## src/sv/spm_pkg.sv

```systemverilog
// ----------------------------------------------------------------------------
// spm_pkg
// shared types, widths and helpers of the support polygon stability margin
// ----------------------------------------------------------------------------
`default_nettype none

package spm_pkg;

  localparam int NUM_FEET   = 6;
  localparam int COORD_BITS = 16;

  localparam int OP_W      = 2;
  localparam int IDX_W     = 3;
  localparam int MASK_W    = 6;
  localparam int FOOT_W    = $clog2(NUM_FEET);
  localparam int CNT_W     = $clog2(NUM_FEET + 1);
  localparam int DIFF_W    = COORD_BITS + 1;
  localparam int MUL_W     = DIFF_W + 1;
  localparam int PROD_W    = 2 * MUL_W;
  localparam int LEN_W     = 2 * DIFF_W;
  localparam int AC_W      = 2 * DIFF_W;
  localparam int HALF_W    = AC_W / 2;
  localparam int ACC_W     = 2 * AC_W + 2;
  localparam int QUO_W     = 2 * DIFF_W + 2;
  localparam int ROOT_W    = QUO_W / 2;
  localparam int REM_W     = LEN_W;
  localparam int SUM_W     = COORD_BITS + CNT_W;
  localparam int MARGIN_W  = 17;
  localparam int CNTU_W    = $clog2(QUO_W + 1);

  localparam logic [MARGIN_W-1:0] MARGIN_MAX = '1;

  localparam logic [OP_W-1:0] OP_FOOT   = 2'd0;
  localparam logic [OP_W-1:0] OP_MASK   = 2'd1;
  localparam logic [OP_W-1:0] OP_COM    = 2'd2;
  localparam logic [OP_W-1:0] OP_UNUSED = 2'd3;

  typedef struct packed {
    logic [OP_W-1:0]              op;
    logic [IDX_W-1:0]             foot_index;
    logic signed [COORD_BITS-1:0] x;
    logic signed [COORD_BITS-1:0] y;
    logic [MASK_W-1:0]            grounded_bits;
    logic                         commit;
  } in_t;

  typedef struct packed {
    logic signed [COORD_BITS-1:0] centroid_x;
    logic signed [COORD_BITS-1:0] centroid_y;
    logic [MARGIN_W-1:0]          margin;
    logic [2:0]                   support_count;
    logic                         margin_valid;
  } out_t;

  typedef struct packed {
    logic             start;
    logic             div_en;
    logic             sqrt_en;
    logic [ACC_W-1:0] dividend;
    logic [LEN_W-1:0] divisor;
  } unit_req_t;

  typedef struct packed {
    logic              done;
    logic [QUO_W-1:0]  quo;
    logic [ROOT_W-1:0] root;
  } unit_rsp_t;

  // next grounded foot after a, wrapping; a itself if it is the only one
  function automatic logic [FOOT_W-1:0] next_set(input logic [NUM_FEET-1:0] mask,
                                                  input logic [FOOT_W-1:0] a);
    logic [FOOT_W:0]   j;
    logic [FOOT_W-1:0] r;
    logic              found;
    r = a;
    found = 1'b0;
    for (int k = 1; k <= NUM_FEET; k++) begin
      j = (FOOT_W+1)'(a) + (FOOT_W+1)'(k);
      if (j >= (FOOT_W+1)'(NUM_FEET)) j = j - (FOOT_W+1)'(NUM_FEET);
      if (!found && mask[j[FOOT_W-1:0]]) begin
        r = j[FOOT_W-1:0];
        found = 1'b1;
      end
    end
    return r;
  endfunction

endpackage

`default_nettype wire

```

## src/sv/spm_if.sv

```systemverilog
// ----------------------------------------------------------------------------
// spm_in_if / spm_out_if
// valid/ready channels for input and result transactions
// ----------------------------------------------------------------------------
`default_nettype none

interface spm_in_if;
  logic         valid;
  logic         ready;
  spm_pkg::in_t data;
  modport source (output valid, output data, input ready);
  modport sink   (input valid, input data, output ready);
endinterface

interface spm_out_if;
  logic          valid;
  logic          ready;
  spm_pkg::out_t data;
  modport source (output valid, output data, input ready);
  modport sink   (input valid, input data, output ready);
endinterface

`default_nettype wire

```

## src/sv/spm_divsqrt.sv

```systemverilog
// ----------------------------------------------------------------------------
// spm_divsqrt
// shared iterative unit: restoring divide, one bit a cycle, integer square
// root alone or after the divide, one result bit a cycle
// ----------------------------------------------------------------------------
`default_nettype none

module spm_divsqrt (
  input  wire logic               clk_i,
  input  wire logic               rst_ni,
  input  wire spm_pkg::unit_req_t req_i,
  output spm_pkg::unit_rsp_t      rsp_o
);

  localparam logic [1:0] U_IDLE = 2'd0;
  localparam logic [1:0] U_DIV  = 2'd1;
  localparam logic [1:0] U_SQRT = 2'd2;

  logic [1:0]                   state_q, state_d;
  logic [spm_pkg::CNTU_W-1:0]   cnt_q, cnt_d;
  logic                         sqrt_q, sqrt_d;
  logic                         done_q, done_d;
  logic [spm_pkg::LEN_W-1:0]    den_q, den_d;
  logic [spm_pkg::REM_W-1:0]    rem_q, rem_d;
  logic [spm_pkg::QUO_W-1:0]    dvd_q, dvd_d;
  logic [spm_pkg::ROOT_W+1:0]   srem_q, srem_d;
  logic [spm_pkg::ROOT_W-1:0]   root_q, root_d;

  logic [spm_pkg::REM_W:0]      dt;
  logic [spm_pkg::ROOT_W+3:0]   st;
  logic [spm_pkg::ROOT_W+3:0]   trial;

  assign dt    = {rem_q, dvd_q[spm_pkg::QUO_W-1]};
  assign st    = {srem_q, dvd_q[spm_pkg::QUO_W-1 -: 2]};
  assign trial = (spm_pkg::ROOT_W+4)'({root_q, 2'b01});

  always_comb begin
    state_d = state_q;
    cnt_d   = cnt_q;
    sqrt_d  = sqrt_q;
    done_d  = 1'b0;
    den_d   = den_q;
    rem_d   = rem_q;
    dvd_d   = dvd_q;
    srem_d  = srem_q;
    root_d  = root_q;
    case (state_q)
      U_IDLE: begin
        if (req_i.start) begin
          den_d  = req_i.divisor;
          sqrt_d = req_i.sqrt_en;
          rem_d  = req_i.dividend[spm_pkg::ACC_W-1:spm_pkg::QUO_W];
          dvd_d  = req_i.dividend[spm_pkg::QUO_W-1:0];
          srem_d = '0;
          root_d = '0;
          if (req_i.div_en) begin
            state_d = U_DIV;
            cnt_d   = spm_pkg::CNTU_W'(spm_pkg::QUO_W - 1);
          end else begin
            state_d = U_SQRT;
            cnt_d   = spm_pkg::CNTU_W'(spm_pkg::ROOT_W - 1);
          end
        end
      end
      U_DIV: begin
        if (dt >= {1'b0, den_q}) begin
          rem_d = spm_pkg::REM_W'(dt - {1'b0, den_q});
          dvd_d = {dvd_q[spm_pkg::QUO_W-2:0], 1'b1};
        end else begin
          rem_d = dt[spm_pkg::REM_W-1:0];
          dvd_d = {dvd_q[spm_pkg::QUO_W-2:0], 1'b0};
        end
        cnt_d = cnt_q - 1'b1;
        if (cnt_q == '0) begin
          if (sqrt_q) begin
            state_d = U_SQRT;
            cnt_d   = spm_pkg::CNTU_W'(spm_pkg::ROOT_W - 1);
          end else begin
            state_d = U_IDLE;
            done_d  = 1'b1;
          end
        end
      end
      U_SQRT: begin
        dvd_d = {dvd_q[spm_pkg::QUO_W-3:0], 2'b00};
        if (st >= trial) begin
          srem_d = (spm_pkg::ROOT_W+2)'(st - trial);
          root_d = {root_q[spm_pkg::ROOT_W-2:0], 1'b1};
        end else begin
          srem_d = st[spm_pkg::ROOT_W+1:0];
          root_d = {root_q[spm_pkg::ROOT_W-2:0], 1'b0};
        end
        cnt_d = cnt_q - 1'b1;
        if (cnt_q == '0) begin
          state_d = U_IDLE;
          done_d  = 1'b1;
        end
      end
      default: state_d = U_IDLE;
    endcase
  end

  always_ff @(posedge clk_i or negedge rst_ni) begin
    if (!rst_ni) begin
      state_q <= U_IDLE;
      cnt_q   <= '0;
      sqrt_q  <= 1'b0;
      done_q  <= 1'b0;
    end else begin
      state_q <= state_d;
      cnt_q   <= cnt_d;
      sqrt_q  <= sqrt_d;
      done_q  <= done_d;
    end
  end

  always_ff @(posedge clk_i) begin
    den_q  <= den_d;
    rem_q  <= rem_d;
    dvd_q  <= dvd_d;
    srem_q <= srem_d;
    root_q <= root_d;
  end

  assign rsp_o.done = done_q;
  assign rsp_o.quo  = dvd_q;
  assign rsp_o.root = root_q;

  a_start_idle: assert property (@(posedge clk_i) disable iff (!rst_ni)
    req_i.start |-> state_q == U_IDLE)
    else $error("unit started while busy");

  a_rem_below_den: assert property (@(posedge clk_i) disable iff (!rst_ni)
    state_q == U_DIV |-> rem_q < den_q)
    else $error("division remainder out of range");

  a_done_source: assert property (@(posedge clk_i) disable iff (!rst_ni)
    done_q |-> $past(state_q) == U_DIV || $past(state_q) == U_SQRT)
    else $error("done without work");

endmodule

`default_nettype wire

```

## src/sv/support_polygon_stability_margin.sv

```systemverilog
// ----------------------------------------------------------------------------
// support_polygon_stability_margin
// stores feet, grounded mask and center of mass; builds the support polygon
// and gives its centroid and the center-of-mass to edge margin
// ----------------------------------------------------------------------------
// channel  dir  payload                                   transaction
// in_i     in   op, foot_index, x, y, grounded_bits,      valid & ready
//               commit
// out_o    out  centroid_x, centroid_y, margin,            valid & ready
//               support_count, margin_valid
//
// a computing transaction scans all six feet, finds the centroid with two
// 36-step divisions and then works through each polygon edge (four products
// for the edge test, five for the squared cross product, a 36-step divide and an
// 18-step root on the shared unit); if an end is nearest, its distance is squared, no divide.
// in_i.ready is low while computing.
// a waiting result sits in the output register; in_i still takes
// transactions, and a new result waits until that register is free.
// reset clears the stored feet, mask, center of mass and flags.
// ----------------------------------------------------------------------------
`default_nettype none

module support_polygon_stability_margin (
  input  wire logic clk_i,
  input  wire logic rst_ni,
  spm_in_if.sink    in_i,
  spm_out_if.source out_o
);

  localparam int CW = spm_pkg::COORD_BITS;
  localparam int DW = spm_pkg::DIFF_W;
  localparam int MW = spm_pkg::MUL_W;
  localparam int AW = spm_pkg::ACC_W;
  localparam int FW = spm_pkg::FOOT_W;
  localparam int NW = spm_pkg::CNT_W;
  localparam int SW = spm_pkg::SUM_W;
  localparam int HW = spm_pkg::HALF_W;
  localparam int NF = spm_pkg::NUM_FEET;

  localparam logic [4:0] S_IDLE   = 5'd0;
  localparam logic [4:0] S_GATHER = 5'd1;
  localparam logic [4:0] S_CXGO   = 5'd2;
  localparam logic [4:0] S_CXWAIT = 5'd3;
  localparam logic [4:0] S_CYGO   = 5'd4;
  localparam logic [4:0] S_CYWAIT = 5'd5;
  localparam logic [4:0] S_FETCHA = 5'd6;
  localparam logic [4:0] S_FETCHB = 5'd7;
  localparam logic [4:0] S_LEN1   = 5'd8;
  localparam logic [4:0] S_LEN2   = 5'd9;
  localparam logic [4:0] S_DOT1   = 5'd10;
  localparam logic [4:0] S_DOT2   = 5'd11;
  localparam logic [4:0] S_DECIDE = 5'd12;
  localparam logic [4:0] S_PT1    = 5'd13;
  localparam logic [4:0] S_PT2    = 5'd14;
  localparam logic [4:0] S_PTGO   = 5'd15;
  localparam logic [4:0] S_CR1    = 5'd16;
  localparam logic [4:0] S_CR2    = 5'd17;
  localparam logic [4:0] S_CRABS  = 5'd18;
  localparam logic [4:0] S_SQ1    = 5'd19;
  localparam logic [4:0] S_SQ2    = 5'd20;
  localparam logic [4:0] S_SQ3    = 5'd21;
  localparam logic [4:0] S_CRGO   = 5'd22;
  localparam logic [4:0] S_EWAIT  = 5'd23;
  localparam logic [4:0] S_FINISH = 5'd24;

  logic [4:0] state_q, state_d;

  logic signed [CW-1:0] foot_x_q [NF];
  logic signed [CW-1:0] foot_y_q [NF];
  logic [NF-1:0]        mask_q;
  logic signed [CW-1:0] com_x_q, com_y_q;
  logic                 have_pos_q, have_mask_q;

  logic [FW-1:0] idx_q, idx_d;
  logic [FW-1:0] first_q, first_d;
  logic [NW-1:0] n_q, n_d;
  logic [NW-1:0] edge_q, edge_d;
  logic signed [SW-1:0] sum_x_q, sum_x_d, sum_y_q, sum_y_d;
  logic signed [CW-1:0] ax_q, ax_d, ay_q, ay_d, bx_q, bx_d, by_q, by_d;
  logic signed [CW-1:0] cx_q, cx_d, cy_q, cy_d;
  logic signed [DW-1:0] ptx_q, ptx_d, pty_q, pty_d;
  logic signed [AW-1:0] acc_q, acc_d;
  logic [spm_pkg::LEN_W-1:0]    len2_q, len2_d;
  logic [spm_pkg::AC_W-1:0]     ac_q, ac_d;
  logic [spm_pkg::MARGIN_W-1:0] best_q, best_d;

  logic          out_valid_q;
  spm_pkg::out_t out_q;
  logic          load_out;

  spm_pkg::unit_req_t u_req;
  spm_pkg::unit_rsp_t u_rsp;

  logic          accept, foot_ok, trigger, new_pos, new_mask;
  logic [FW-1:0] rd_idx, nxt;
  logic signed [CW-1:0] rd_x, rd_y;
  logic signed [DW-1:0] dx, dy, ex, ey, fx, fy;
  logic signed [MW-1:0] mul_a, mul_b;
  logic signed [spm_pkg::PROD_W-1:0] prod;
  logic signed [AW-1:0] term;
  logic [6:0]    sh;
  logic          acc_clr, acc_sub, acc_en;
  logic [SW-1:0] mag;
  logic [spm_pkg::ROOT_W-1:0] rnd;
  logic signed [SW-1:0] cur_sum;

  assign in_i.ready = (state_q == S_IDLE);
  assign accept     = in_i.valid && in_i.ready;
  assign foot_ok    = (in_i.data.foot_index < spm_pkg::IDX_W'(NF));

  always_comb begin
    new_pos  = have_pos_q;
    new_mask = have_mask_q;
    trigger  = 1'b0;
    case (in_i.data.op)
      spm_pkg::OP_FOOT: begin
        if (foot_ok && in_i.data.commit) begin
          new_pos = 1'b1;
          trigger = 1'b1;
        end
      end
      spm_pkg::OP_MASK: begin
        new_mask = 1'b1;
        trigger  = 1'b1;
      end
      spm_pkg::OP_COM: trigger = 1'b1;
      default: trigger = 1'b0;
    endcase
    trigger = trigger && new_pos && new_mask;
  end

  // stored state
  always_ff @(posedge clk_i or negedge rst_ni) begin
    if (!rst_ni) begin
      for (int i = 0; i < NF; i++) begin
        foot_x_q[i] <= '0;
        foot_y_q[i] <= '0;
      end
      mask_q      <= '0;
      com_x_q     <= '0;
      com_y_q     <= '0;
      have_pos_q  <= 1'b0;
      have_mask_q <= 1'b0;
    end else if (accept) begin
      have_pos_q  <= new_pos;
      have_mask_q <= new_mask;
      case (in_i.data.op)
        spm_pkg::OP_FOOT: begin
          if (foot_ok) begin
            foot_x_q[in_i.data.foot_index[FW-1:0]] <= in_i.data.x;
            foot_y_q[in_i.data.foot_index[FW-1:0]] <= in_i.data.y;
          end
        end
        spm_pkg::OP_MASK: mask_q <= in_i.data.grounded_bits[NF-1:0];
        spm_pkg::OP_COM: begin
          com_x_q <= in_i.data.x;
          com_y_q <= in_i.data.y;
        end
        default: mask_q <= mask_q;
      endcase
    end
  end

  // single read port on the foot store
  assign nxt    = spm_pkg::next_set(mask_q, idx_q);
  assign rd_idx = (state_q == S_FETCHB) ? nxt : idx_q;
  assign rd_x   = foot_x_q[rd_idx];
  assign rd_y   = foot_y_q[rd_idx];

  assign dx = DW'(bx_q) - DW'(ax_q);
  assign dy = DW'(by_q) - DW'(ay_q);
  assign ex = DW'(com_x_q) - DW'(ax_q);
  assign ey = DW'(com_y_q) - DW'(ay_q);
  assign fx = DW'(com_x_q) - DW'(bx_q);
  assign fy = DW'(com_y_q) - DW'(by_q);

  // shared multiply-accumulate
  always_comb begin
    mul_a   = '0;
    mul_b   = '0;
    sh      = '0;
    acc_clr = 1'b0;
    acc_sub = 1'b0;
    acc_en  = 1'b1;
    case (state_q)
      S_LEN1:  begin mul_a = MW'(dx); mul_b = MW'(dx); acc_clr = 1'b1; end
      S_LEN2:  begin mul_a = MW'(dy); mul_b = MW'(dy); end
      S_DOT1:  begin mul_a = MW'(ex); mul_b = MW'(dx); acc_clr = 1'b1; end
      S_DOT2:  begin mul_a = MW'(ey); mul_b = MW'(dy); end
      S_PT1:   begin mul_a = MW'(ptx_q); mul_b = MW'(ptx_q); acc_clr = 1'b1; end
      S_PT2:   begin mul_a = MW'(pty_q); mul_b = MW'(pty_q); end
      S_CR1:   begin mul_a = MW'(ex); mul_b = MW'(dy); acc_clr = 1'b1; end
      S_CR2:   begin mul_a = MW'(ey); mul_b = MW'(dx); acc_sub = 1'b1; end
      S_SQ1: begin
        mul_a   = MW'({1'b0, ac_q[HW-1:0]});
        mul_b   = MW'({1'b0, ac_q[HW-1:0]});
        acc_clr = 1'b1;
      end
      S_SQ2: begin
        mul_a = MW'({1'b0, ac_q[2*HW-1:HW]});
        mul_b = MW'({1'b0, ac_q[HW-1:0]});
        sh    = 7'(HW + 1);
      end
      S_SQ3: begin
        mul_a = MW'({1'b0, ac_q[2*HW-1:HW]});
        mul_b = MW'({1'b0, ac_q[2*HW-1:HW]});
        sh    = 7'(2 * HW);
      end
      default: acc_en = 1'b0;
    endcase
  end

  assign prod = mul_a * mul_b;
  assign term = AW'(prod) <<< sh;

  always_comb begin
    acc_d = acc_q;
    if (acc_en) begin
      if (acc_clr)      acc_d = term;
      else if (acc_sub) acc_d = acc_q - term;
      else              acc_d = acc_q + term;
    end
  end

  assign cur_sum = (state_q == S_CXGO) ? sum_x_q : sum_y_q;
  assign mag     = cur_sum[SW-1] ? SW'(-cur_sum) : SW'(cur_sum);
  assign rnd     = spm_pkg::ROOT_W'((u_rsp.root + 1'b1) >> 1);

  // sequencer
  always_comb begin
    state_d  = state_q;
    idx_d    = idx_q;
    first_d  = first_q;
    n_d      = n_q;
    edge_d   = edge_q;
    sum_x_d  = sum_x_q;
    sum_y_d  = sum_y_q;
    ax_d     = ax_q;
    ay_d     = ay_q;
    bx_d     = bx_q;
    by_d     = by_q;
    cx_d     = cx_q;
    cy_d     = cy_q;
    ptx_d    = ptx_q;
    pty_d    = pty_q;
    len2_d   = len2_q;
    ac_d     = ac_q;
    best_d   = best_q;
    load_out = 1'b0;
    u_req    = '0;
    case (state_q)
      S_IDLE: begin
        if (accept && trigger) begin
          state_d = S_GATHER;
          idx_d   = '0;
          first_d = '0;
          n_d     = '0;
          sum_x_d = '0;
          sum_y_d = '0;
          cx_d    = '0;
          cy_d    = '0;
          best_d  = spm_pkg::MARGIN_MAX;
        end
      end
      S_GATHER: begin
        if (mask_q[idx_q]) begin
          sum_x_d = sum_x_q + SW'(rd_x);
          sum_y_d = sum_y_q + SW'(rd_y);
          n_d     = n_q + 1'b1;
          if (n_q == '0) first_d = idx_q;
        end
        idx_d = idx_q + 1'b1;
        if (idx_q == FW'(NF - 1)) state_d = S_CXGO;
      end
      S_CXGO, S_CYGO: begin
        if (n_q == '0) begin
          state_d = S_FINISH;
        end else begin
          u_req.start    = 1'b1;
          u_req.div_en   = 1'b1;
          u_req.dividend = AW'({mag, 1'b0}) + AW'(n_q);
          u_req.divisor  = spm_pkg::LEN_W'({n_q, 1'b0});
          state_d = (state_q == S_CXGO) ? S_CXWAIT : S_CYWAIT;
        end
      end
      S_CXWAIT: begin
        if (u_rsp.done) begin
          cx_d    = sum_x_q[SW-1] ? -CW'(u_rsp.quo) : CW'(u_rsp.quo);
          state_d = S_CYGO;
        end
      end
      S_CYWAIT: begin
        if (u_rsp.done) begin
          cy_d    = sum_y_q[SW-1] ? -CW'(u_rsp.quo) : CW'(u_rsp.quo);
          idx_d   = first_q;
          edge_d  = '0;
          state_d = S_FETCHA;
        end
      end
      S_FETCHA: begin
        ax_d    = rd_x;
        ay_d    = rd_y;
        state_d = S_FETCHB;
      end
      S_FETCHB: begin
        bx_d    = rd_x;
        by_d    = rd_y;
        state_d = S_LEN1;
      end
      S_LEN1: state_d = S_LEN2;
      S_LEN2: state_d = S_DOT1;
      S_DOT1: begin
        len2_d  = acc_q[spm_pkg::LEN_W-1:0];
        state_d = S_DOT2;
      end
      S_DOT2: state_d = S_DECIDE;
      S_DECIDE: begin
        if (len2_q == '0 || acc_q[AW-1] || acc_q == '0) begin
          ptx_d   = ex;
          pty_d   = ey;
          state_d = S_PT1;
        end else if (acc_q >= $signed(AW'(len2_q))) begin
          ptx_d   = fx;
          pty_d   = fy;
          state_d = S_PT1;
        end else begin
          state_d = S_CR1;
        end
      end
      S_PT1: state_d = S_PT2;
      S_PT2: state_d = S_PTGO;
      S_PTGO: begin
        u_req.start    = 1'b1;
        u_req.sqrt_en  = 1'b1;
        u_req.dividend = AW'(acc_q <<< 2);
        u_req.divisor  = spm_pkg::LEN_W'(1);
        state_d = S_EWAIT;
      end
      S_CR1: state_d = S_CR2;
      S_CR2: state_d = S_CRABS;
      S_CRABS: begin
        ac_d    = acc_q[AW-1] ? spm_pkg::AC_W'(-acc_q) : spm_pkg::AC_W'(acc_q);
        state_d = S_SQ1;
      end
      S_SQ1: state_d = S_SQ2;
      S_SQ2: state_d = S_SQ3;
      S_SQ3: state_d = S_CRGO;
      S_CRGO: begin
        u_req.start    = 1'b1;
        u_req.div_en   = 1'b1;
        u_req.sqrt_en  = 1'b1;
        u_req.dividend = AW'(acc_q <<< 2);
        u_req.divisor  = len2_q;
        state_d = S_EWAIT;
      end
      S_EWAIT: begin
        if (u_rsp.done) begin
          if (rnd < spm_pkg::ROOT_W'(best_q)) best_d = spm_pkg::MARGIN_W'(rnd);
          edge_d = edge_q + 1'b1;
          idx_d  = nxt;
          if (edge_q == NW'(n_q - 1'b1)) state_d = S_FINISH;
          else                            state_d = S_FETCHA;
        end
      end
      S_FINISH: begin
        if (!out_valid_q || out_o.ready) begin
          load_out = 1'b1;
          state_d  = S_IDLE;
        end
      end
      default: state_d = S_IDLE;
    endcase
  end

  always_ff @(posedge clk_i or negedge rst_ni) begin
    if (!rst_ni) begin
      state_q     <= S_IDLE;
      out_valid_q <= 1'b0;
      edge_q      <= '0;
      n_q         <= '0;
      idx_q       <= '0;
      best_q      <= spm_pkg::MARGIN_MAX;
    end else begin
      state_q <= state_d;
      edge_q  <= edge_d;
      n_q     <= n_d;
      idx_q   <= idx_d;
      best_q  <= best_d;
      if (load_out)          out_valid_q <= 1'b1;
      else if (out_o.ready)  out_valid_q <= 1'b0;
    end
  end

  always_ff @(posedge clk_i) begin
    first_q <= first_d;
    sum_x_q <= sum_x_d;
    sum_y_q <= sum_y_d;
    ax_q    <= ax_d;
    ay_q    <= ay_d;
    bx_q    <= bx_d;
    by_q    <= by_d;
    cx_q    <= cx_d;
    cy_q    <= cy_d;
    ptx_q   <= ptx_d;
    pty_q   <= pty_d;
    acc_q   <= acc_d;
    len2_q  <= len2_d;
    ac_q    <= ac_d;
    if (load_out) begin
      out_q.centroid_x    <= cx_q;
      out_q.centroid_y    <= cy_q;
      out_q.margin        <= best_q;
      out_q.support_count <= 3'(n_q);
      out_q.margin_valid  <= (n_q != '0);
    end
  end

  spm_divsqrt u_divsqrt (
    .clk_i  (clk_i),
    .rst_ni (rst_ni),
    .req_i  (u_req),
    .rsp_o  (u_rsp)
  );

  assign out_o.valid = out_valid_q;
  assign out_o.data  = out_q;

  a_empty_saturates: assert property (@(posedge clk_i) disable iff (!rst_ni)
    (state_q == S_FINISH && n_q == '0) |-> best_q == spm_pkg::MARGIN_MAX)
    else $error("margin not saturated without support");

  a_edge_in_range: assert property (@(posedge clk_i) disable iff (!rst_ni)
    state_q == S_EWAIT |-> edge_q < n_q)
    else $error("edge count beyond polygon");

  a_count_bound: assert property (@(posedge clk_i) disable iff (!rst_ni)
    n_q <= NW'(NF))
    else $error("support count out of range");

endmodule

`default_nettype wire

```

## src/flat_wrapper.sv

```systemverilog
// flat-port wrapper written by rule: the top's interface ports become plain ports
module support_polygon_stability_margin_flat 
  (clk_i, rst_ni, in_i_valid, in_i_data, in_i_ready, out_o_valid, out_o_data, out_o_ready);
  spm_in_if in_i_i ();
  spm_out_if out_o_i ();
  input  wire logic clk_i;
  input  wire logic rst_ni;
  input wire logic [$bits(in_i_i.valid)-1:0] in_i_valid;
  input wire logic [$bits(in_i_i.data)-1:0] in_i_data;
  output wire logic [$bits(in_i_i.ready)-1:0] in_i_ready;
  output wire logic [$bits(out_o_i.valid)-1:0] out_o_valid;
  output wire logic [$bits(out_o_i.data)-1:0] out_o_data;
  input wire logic [$bits(out_o_i.ready)-1:0] out_o_ready;
  assign in_i_i.valid = in_i_valid;
  assign in_i_i.data = in_i_data;
  assign in_i_ready = in_i_i.ready;
  assign out_o_valid = out_o_i.valid;
  assign out_o_data = out_o_i.data;
  assign out_o_i.ready = out_o_ready;
  support_polygon_stability_margin u_core (.clk_i(clk_i), .rst_ni(rst_ni), .in_i(in_i_i), .out_o(out_o_i));
endmodule
```

## config.mk

```make
export PLATFORM = sky130hd
export DESIGN_NAME = support_polygon_stability_margin_flat
export DESIGN_NICKNAME = d
export VERILOG_FILES = /design/src/sv/spm_pkg.sv /design/src/sv/spm_if.sv /design/src/sv/spm_divsqrt.sv /design/src/sv/support_polygon_stability_margin.sv /design/src/flat_wrapper.sv
export SDC_FILE = /design/constraint.sdc
export NUM_CORES = 2
export LEC_CHECK = 0
export ABC_AREA = 1
export BUFFER_PORTS_ARGS = -buffer_cell sky130_fd_sc_hd__buf_2
export CAP_MARGIN = 5
export CORE_MARGIN = 2
export CORE_UTILIZATION = 45
export CTS_CLUSTER_DIAMETER = 100
export DETAILED_ROUTE_END_ITERATION = 6
export PLACE_DENSITY = 0.71
export RECOVER_POWER = 50
export SYNTH_ARGS = -nofsm -noshare
export SYNTH_HDL_FRONTEND = slang
export SYNTH_SLANG_ARGS = --single-unit
```

## constraint.sdc

```tcl
create_clock -name clk_i -period 13.01 [get_ports clk_i]
set_input_delay 0.6505 -clock clk_i [delete_from_list [all_inputs] [get_ports clk_i]]
set_output_delay 0.6505 -clock clk_i [all_outputs]
set_load 0.005 [all_outputs]
```

==> parameters.txt <==
Parameter                              Value

Timing
  Final worst setup slack    ~0.63 ns
  Setup_tns    0 ns
  Clock period minus worst slack    12.38 ns
  Worst-margin pin slew    7.26 ns
  Worst clock skew    0.0813 ns
  Share of the clock period used by the worst path    a little over nine tenths
  Setup repair after global routing missed its margin    true
  Final count of negative-setup-slack endpoints    0
  Headroom to the max-slew limit    -384%
  Final Slew Violations    approximately 1000
  Hold Violations, Final    0
  WHS    0.134 ns
  Upper clock frequency limit    80.8 MHz

Layout
  Share of post-route cells with drive strength above 1    7.90%
  Utilization of the core after routing    50.2%
  Filler instances    ~14000
  Total number of nets in the final design    between 9000 and 10000
  Area overhead of the layout relative to synthesis    11.2%

Clock tree
  TritonCTS sink count    778
  CTS H-tree lvls    3
  CTS tree    done
  Cts-stage hold buffer count    0
  CTS root buf    sky130_fd_sc_hd__clkbuf_16
  Number of buffers created by CTS    90
  Clock latency on the worst-skew pair    0.79 ns
  Maximum root-to-sink buffer count    3
  Clock input transition at the sequential cells of the worst setup and hold paths    0.07 ns

Power and ir drop
  Relative contribution of the clock network to total power    50.5%
  Combinational Power Share    less than 1%
  Sequential power share    about half
  Cell-internal power    about 4.2 mW
  Net switching component of the power    1.19 mW
  Standby leakage power    roughly 36 nW
  Final Total Pwr    5.35 mW
  Power density over the cells    72.4 mW/mm^2
  IR Drop Worst-Case VDD    91.7 uV
  Fraction of power spent switching nets    22.1%

Synth
  Cell count after synthesis    8488
  Flip-flop and latch count after synthesis    approximately 800
  Share of synthesized area occupied by flip-flops and latches    33.1%
  EDFF count, synth    504
  Post-synthesis net count    9304
  Number of warnings printed during yosys synthesis    0
  Netlist area before placement    between 0.06 and 0.07 mm^2
  Predominant post-synthesis flop cell    sky130_fd_sc_hd__edfxtp_1
  Post-Syn Area per Cell    7.84 um^2
  Synth cell types    73
  Async set-reset flop share out of synthesis    a little over a third

Setup path
  Worst flop-to-flop path startpoint    u_core.state_q[4]
  Endpoint of the worst-slack reg-to-reg timing path    u_core.acc_q[68]
  Type of the worst setup path    flip-flop to flip-flop
  Worst stage delay on the critical path    0.77 ns
  Most frequent cell on the critical path    sky130_fd_sc_hd__fa_1
  Crit path launch type    flip-flop
  Crit path DAT    12.86 ns
  Largest fanout on the critical path    24
  Setup slack on the worst flop-to-flop path    about 0.63 ns
  Setup crit end kind    flip-flop
  CP Data Required Time    13.48 ns
  Slowest cell on crit path    sky130_fd_sc_hd__dfrtp_1
  R2R depth    40

Floorplan
  Die Area    0.151 mm^2
  Core Region    0.147 mm^2
  Die outline width    388 um
  Initial cell density of the core    45.2%
  Io pins    103
  Vertical die dimension    388 um
  Placement Rows    141

Global routing
  GR Overflow Total    0
  Global-route wire length before repair    358000 um
  Largest net degree at the start of global routing    140
  GRT Resource Usage Total    31.0%
  Number of antenna violations at the first check in global routing    15
  Via count of the first global-routing pass    59233

Worst hold path
  Class of the worst hold path    primary input to flip-flop
  Worst hold endpoint    u_core.out_o.valid
  Critical hold path startpoint    out_o_ready
  Worst Hold Path Cells    2

Route
  Final WL    around 240000 um
  Count of routing violations after the opening detailed-route iteration    6551
  Via count    61006
  Drt via density    5.67
  Pre-Repair DR Iteration Count    6
  Post-route DRC    0
  Number of nets with antenna violations after routing    0
  Wire length per cell    21.9 um

Placed design
  Post-detailed-placement half-perimeter wirelength    187000 um
  Count of buffers inserted at the top-level ports    102
  Worst slack at placement    0.393 ns
  Routability congestion estimate    1.15

Outcome
  Violations in the final reports    capacitance limit, slew limit
  Status    finished, violations left

Flow run
  Number of maximum-capacitance constraint violations    17
==> cells by family (layout without fill, tap and decap cells) <==
group / count (synthesis) / count (layout) / share of synthesized area [%]
AO/OA/AOI/OAI: 1538 / 1538 / 12.9
XOR/XNOR: 288 / 288 / 3.83
adder cells (fa/ha/maj): 768 / 768 / 18.3
buffers and inverters: 1672 / 2008 / 9.59
flip-flops: 778 / 778 / 33.1
multiplexers: 34 / 34 / 0.570
other: 0 / 3 / 0
AND/OR/NAND/NOR: 3410 / 3410 / 21.7
==> cell usage in the layout, fill, tap and decap left out, types with 32 or more instances in the layout <==
cell type                      n
sky130_fd_sc_hd__clkbuf_1     91
sky130_fd_sc_hd__a31oi_1      32
sky130_fd_sc_hd__ha_1        426
sky130_fd_sc_hd__buf_4       267
sky130_fd_sc_hd__or2_2        42
sky130_fd_sc_hd__nand2_1    1858
sky130_fd_sc_hd__xnor2_1      85
sky130_fd_sc_hd__clkbuf_16    93
sky130_fd_sc_hd__fa_1        338
sky130_fd_sc_hd__nand3_1     541
sky130_fd_sc_hd__nor3_1       68
sky130_fd_sc_hd__nor2_1      636
sky130_fd_sc_hd__o21a_1       46
sky130_fd_sc_hd__nand4_1     110
sky130_fd_sc_hd__buf_2        69
sky130_fd_sc_hd__dfrtp_1     257
sky130_fd_sc_hd__edfxtp_1    504
sky130_fd_sc_hd__inv_1      1403
sky130_fd_sc_hd__a21oi_1     507
sky130_fd_sc_hd__o21ai_0     666
sky130_fd_sc_hd__xor2_1      198
==> critical path, delay by kind of cell (launching register included) <==
kind	cells	cell delay, ns
fa+ha+maj	8	3.84
simple gates	16	3.66
compound gates	8	2.09
buf+inv	6	1.19
flops	1	0.77
xor+xnor	2	0.52
==> metrics by stage <==
stage                     cells  cell area, um^2
after floorplan            8488            66500
after global placement    10583            70900
after detailed placement  10583            70900
after CTS                 10750            74000
after global routing      10754            74000
final                     10757            74000
==> synthesized netlist by cell type, drive strengths merged, types with 3 or more instances <==
cell | instances | area (um^2)
a211oi | 7 | 52.6
a21boi | 25 | 188
a21o | 19 | 143
a21oi | 515 | 2580
a221oi | 21 | 184
a22o | 17 | 149
a22oi | 24 | 195
a31o | 4 | 35.0
a31oi | 32 | 200
and2 | 6 | 37.5
and3 | 3 | 18.8
buf | 57 | 317
clkbuf | 185 | 694
clkinv | 10 | 37.5
dfrtp | 257 | 6430
dfstp | 17 | 447
edfxtp | 504 | 15100
fa | 341 | 6830
ha | 427 | 5340
inv | 1420 | 5330
mux2 | 31 | 349
mux2i | 3 | 30.0
nand2 | 1890 | 7160
nand3 | 558 | 2860
nand3b | 25 | 188
nand4 | 111 | 709
nor2 | 664 | 2560
nor3 | 77 | 407
nor3b | 3 | 27.5
nor4 | 29 | 188
o2111ai | 3 | 26.3
o211ai | 22 | 165
o21a | 46 | 345
o21ai | 703 | 3540
o21bai | 19 | 143
o221ai | 31 | 272
o22ai | 26 | 163
o311ai | 3 | 26.3
o31ai | 10 | 75.1
or2 | 43 | 269
xnor2 | 87 | 769
xor2 | 201 | 1780
==> power by group through the flow <==
stage	Sequential [mW]	Combinational, mW	Clock (mW)
3_3_place_gp	2.66	0.0409	0
3_5_place_dp	2.66	0.0416	0
5_1_grt	2.61	0.0451	2.83
2_1_floorplan	2.66	0.00733	0
6_report	2.61	0.0398	2.70
4_1_cts	2.61	0.0417	2.73
==> sequential cells by signal, summed over array words and instances (netlist names), 16 cells and up <==
signal,count
u_core.ax_q,16
u_core.u_divsqrt.root_q,18
u_core.by_q,16
u_core.acc_q,70
u_core.ptx_q,17
u_core.out_o.data,53
u_core.cx_q,16
u_core.pty_q,17
u_core.bx_q,16
u_core.len2_q,34
u_core.ay_q,16
u_core.foot_y_q,96
u_core.com_y_q,16
u_core.foot_x_q,96
u_core.sum_x_q,19
u_core.ac_q,34
u_core.u_divsqrt.den_q,34
u_core.u_divsqrt.dvd_q,36
u_core.sum_y_q,19
u_core.u_divsqrt.rem_q,34
u_core.best_q,17
u_core.com_x_q,16
u_core.u_divsqrt.srem_q,20
u_core.cy_q,16
==> cell type report <==
| type | instances | area (um^2) | area share [%] |
|---|---|---|---|
| multi-input cells | 6038 | 38300 | 51.8 |
| flip-flops and latches | 778 | 22000 | 29.8 |
| inverters | 1430 | 5370 | 7.26 |
| repair buffers | 411 | 2670 | 3.60 |
| clock buffers | 122 | 2540 | 3.43 |
| well taps | 1930 | 2410 | 3.26 |
| clock inverters | 45 | 621 | 0.839 |
| diodes | 3 | 7.51 | 0.0101 |
==> worst max-delay path by stage <==
| stage | startpoint | cells past startpoint | end |
|---|---|---|---|
| floorplan | u_core.state_q[2] | 49 | u_core.acc_q[56] |
| global placement | u_core.ay_q[0] | 61 | u_core.acc_q[64] |
| detailed placement | u_core.ay_q[0] | 57 | u_core.acc_q[61] |
| CTS | u_core.ay_q[0] | 57 | u_core.acc_q[61] |
| global route | u_core.com_x_q[0] | 58 | u_core.acc_q[61] |
| finish | u_core.state_q[4] | 40 | u_core.acc_q[68] |
==> layer usage <==
layer  GRT usage (%)  vias to the layer above  wire length (um)
met5               0                        -               373
met4            11.3                       22              9580
met3            7.51                      495             24200
met2            47.1                     2783            101000
met1            42.9                    29390            101000
li1                -                    28316                 -
==> what timing repair did <==
item / CTS / global route
setup endpoints to repair: 0 / 40
gates resized for setup: 0 / 45
setup buffers: 0 / 4
Power figures use the tool's default switching activity.
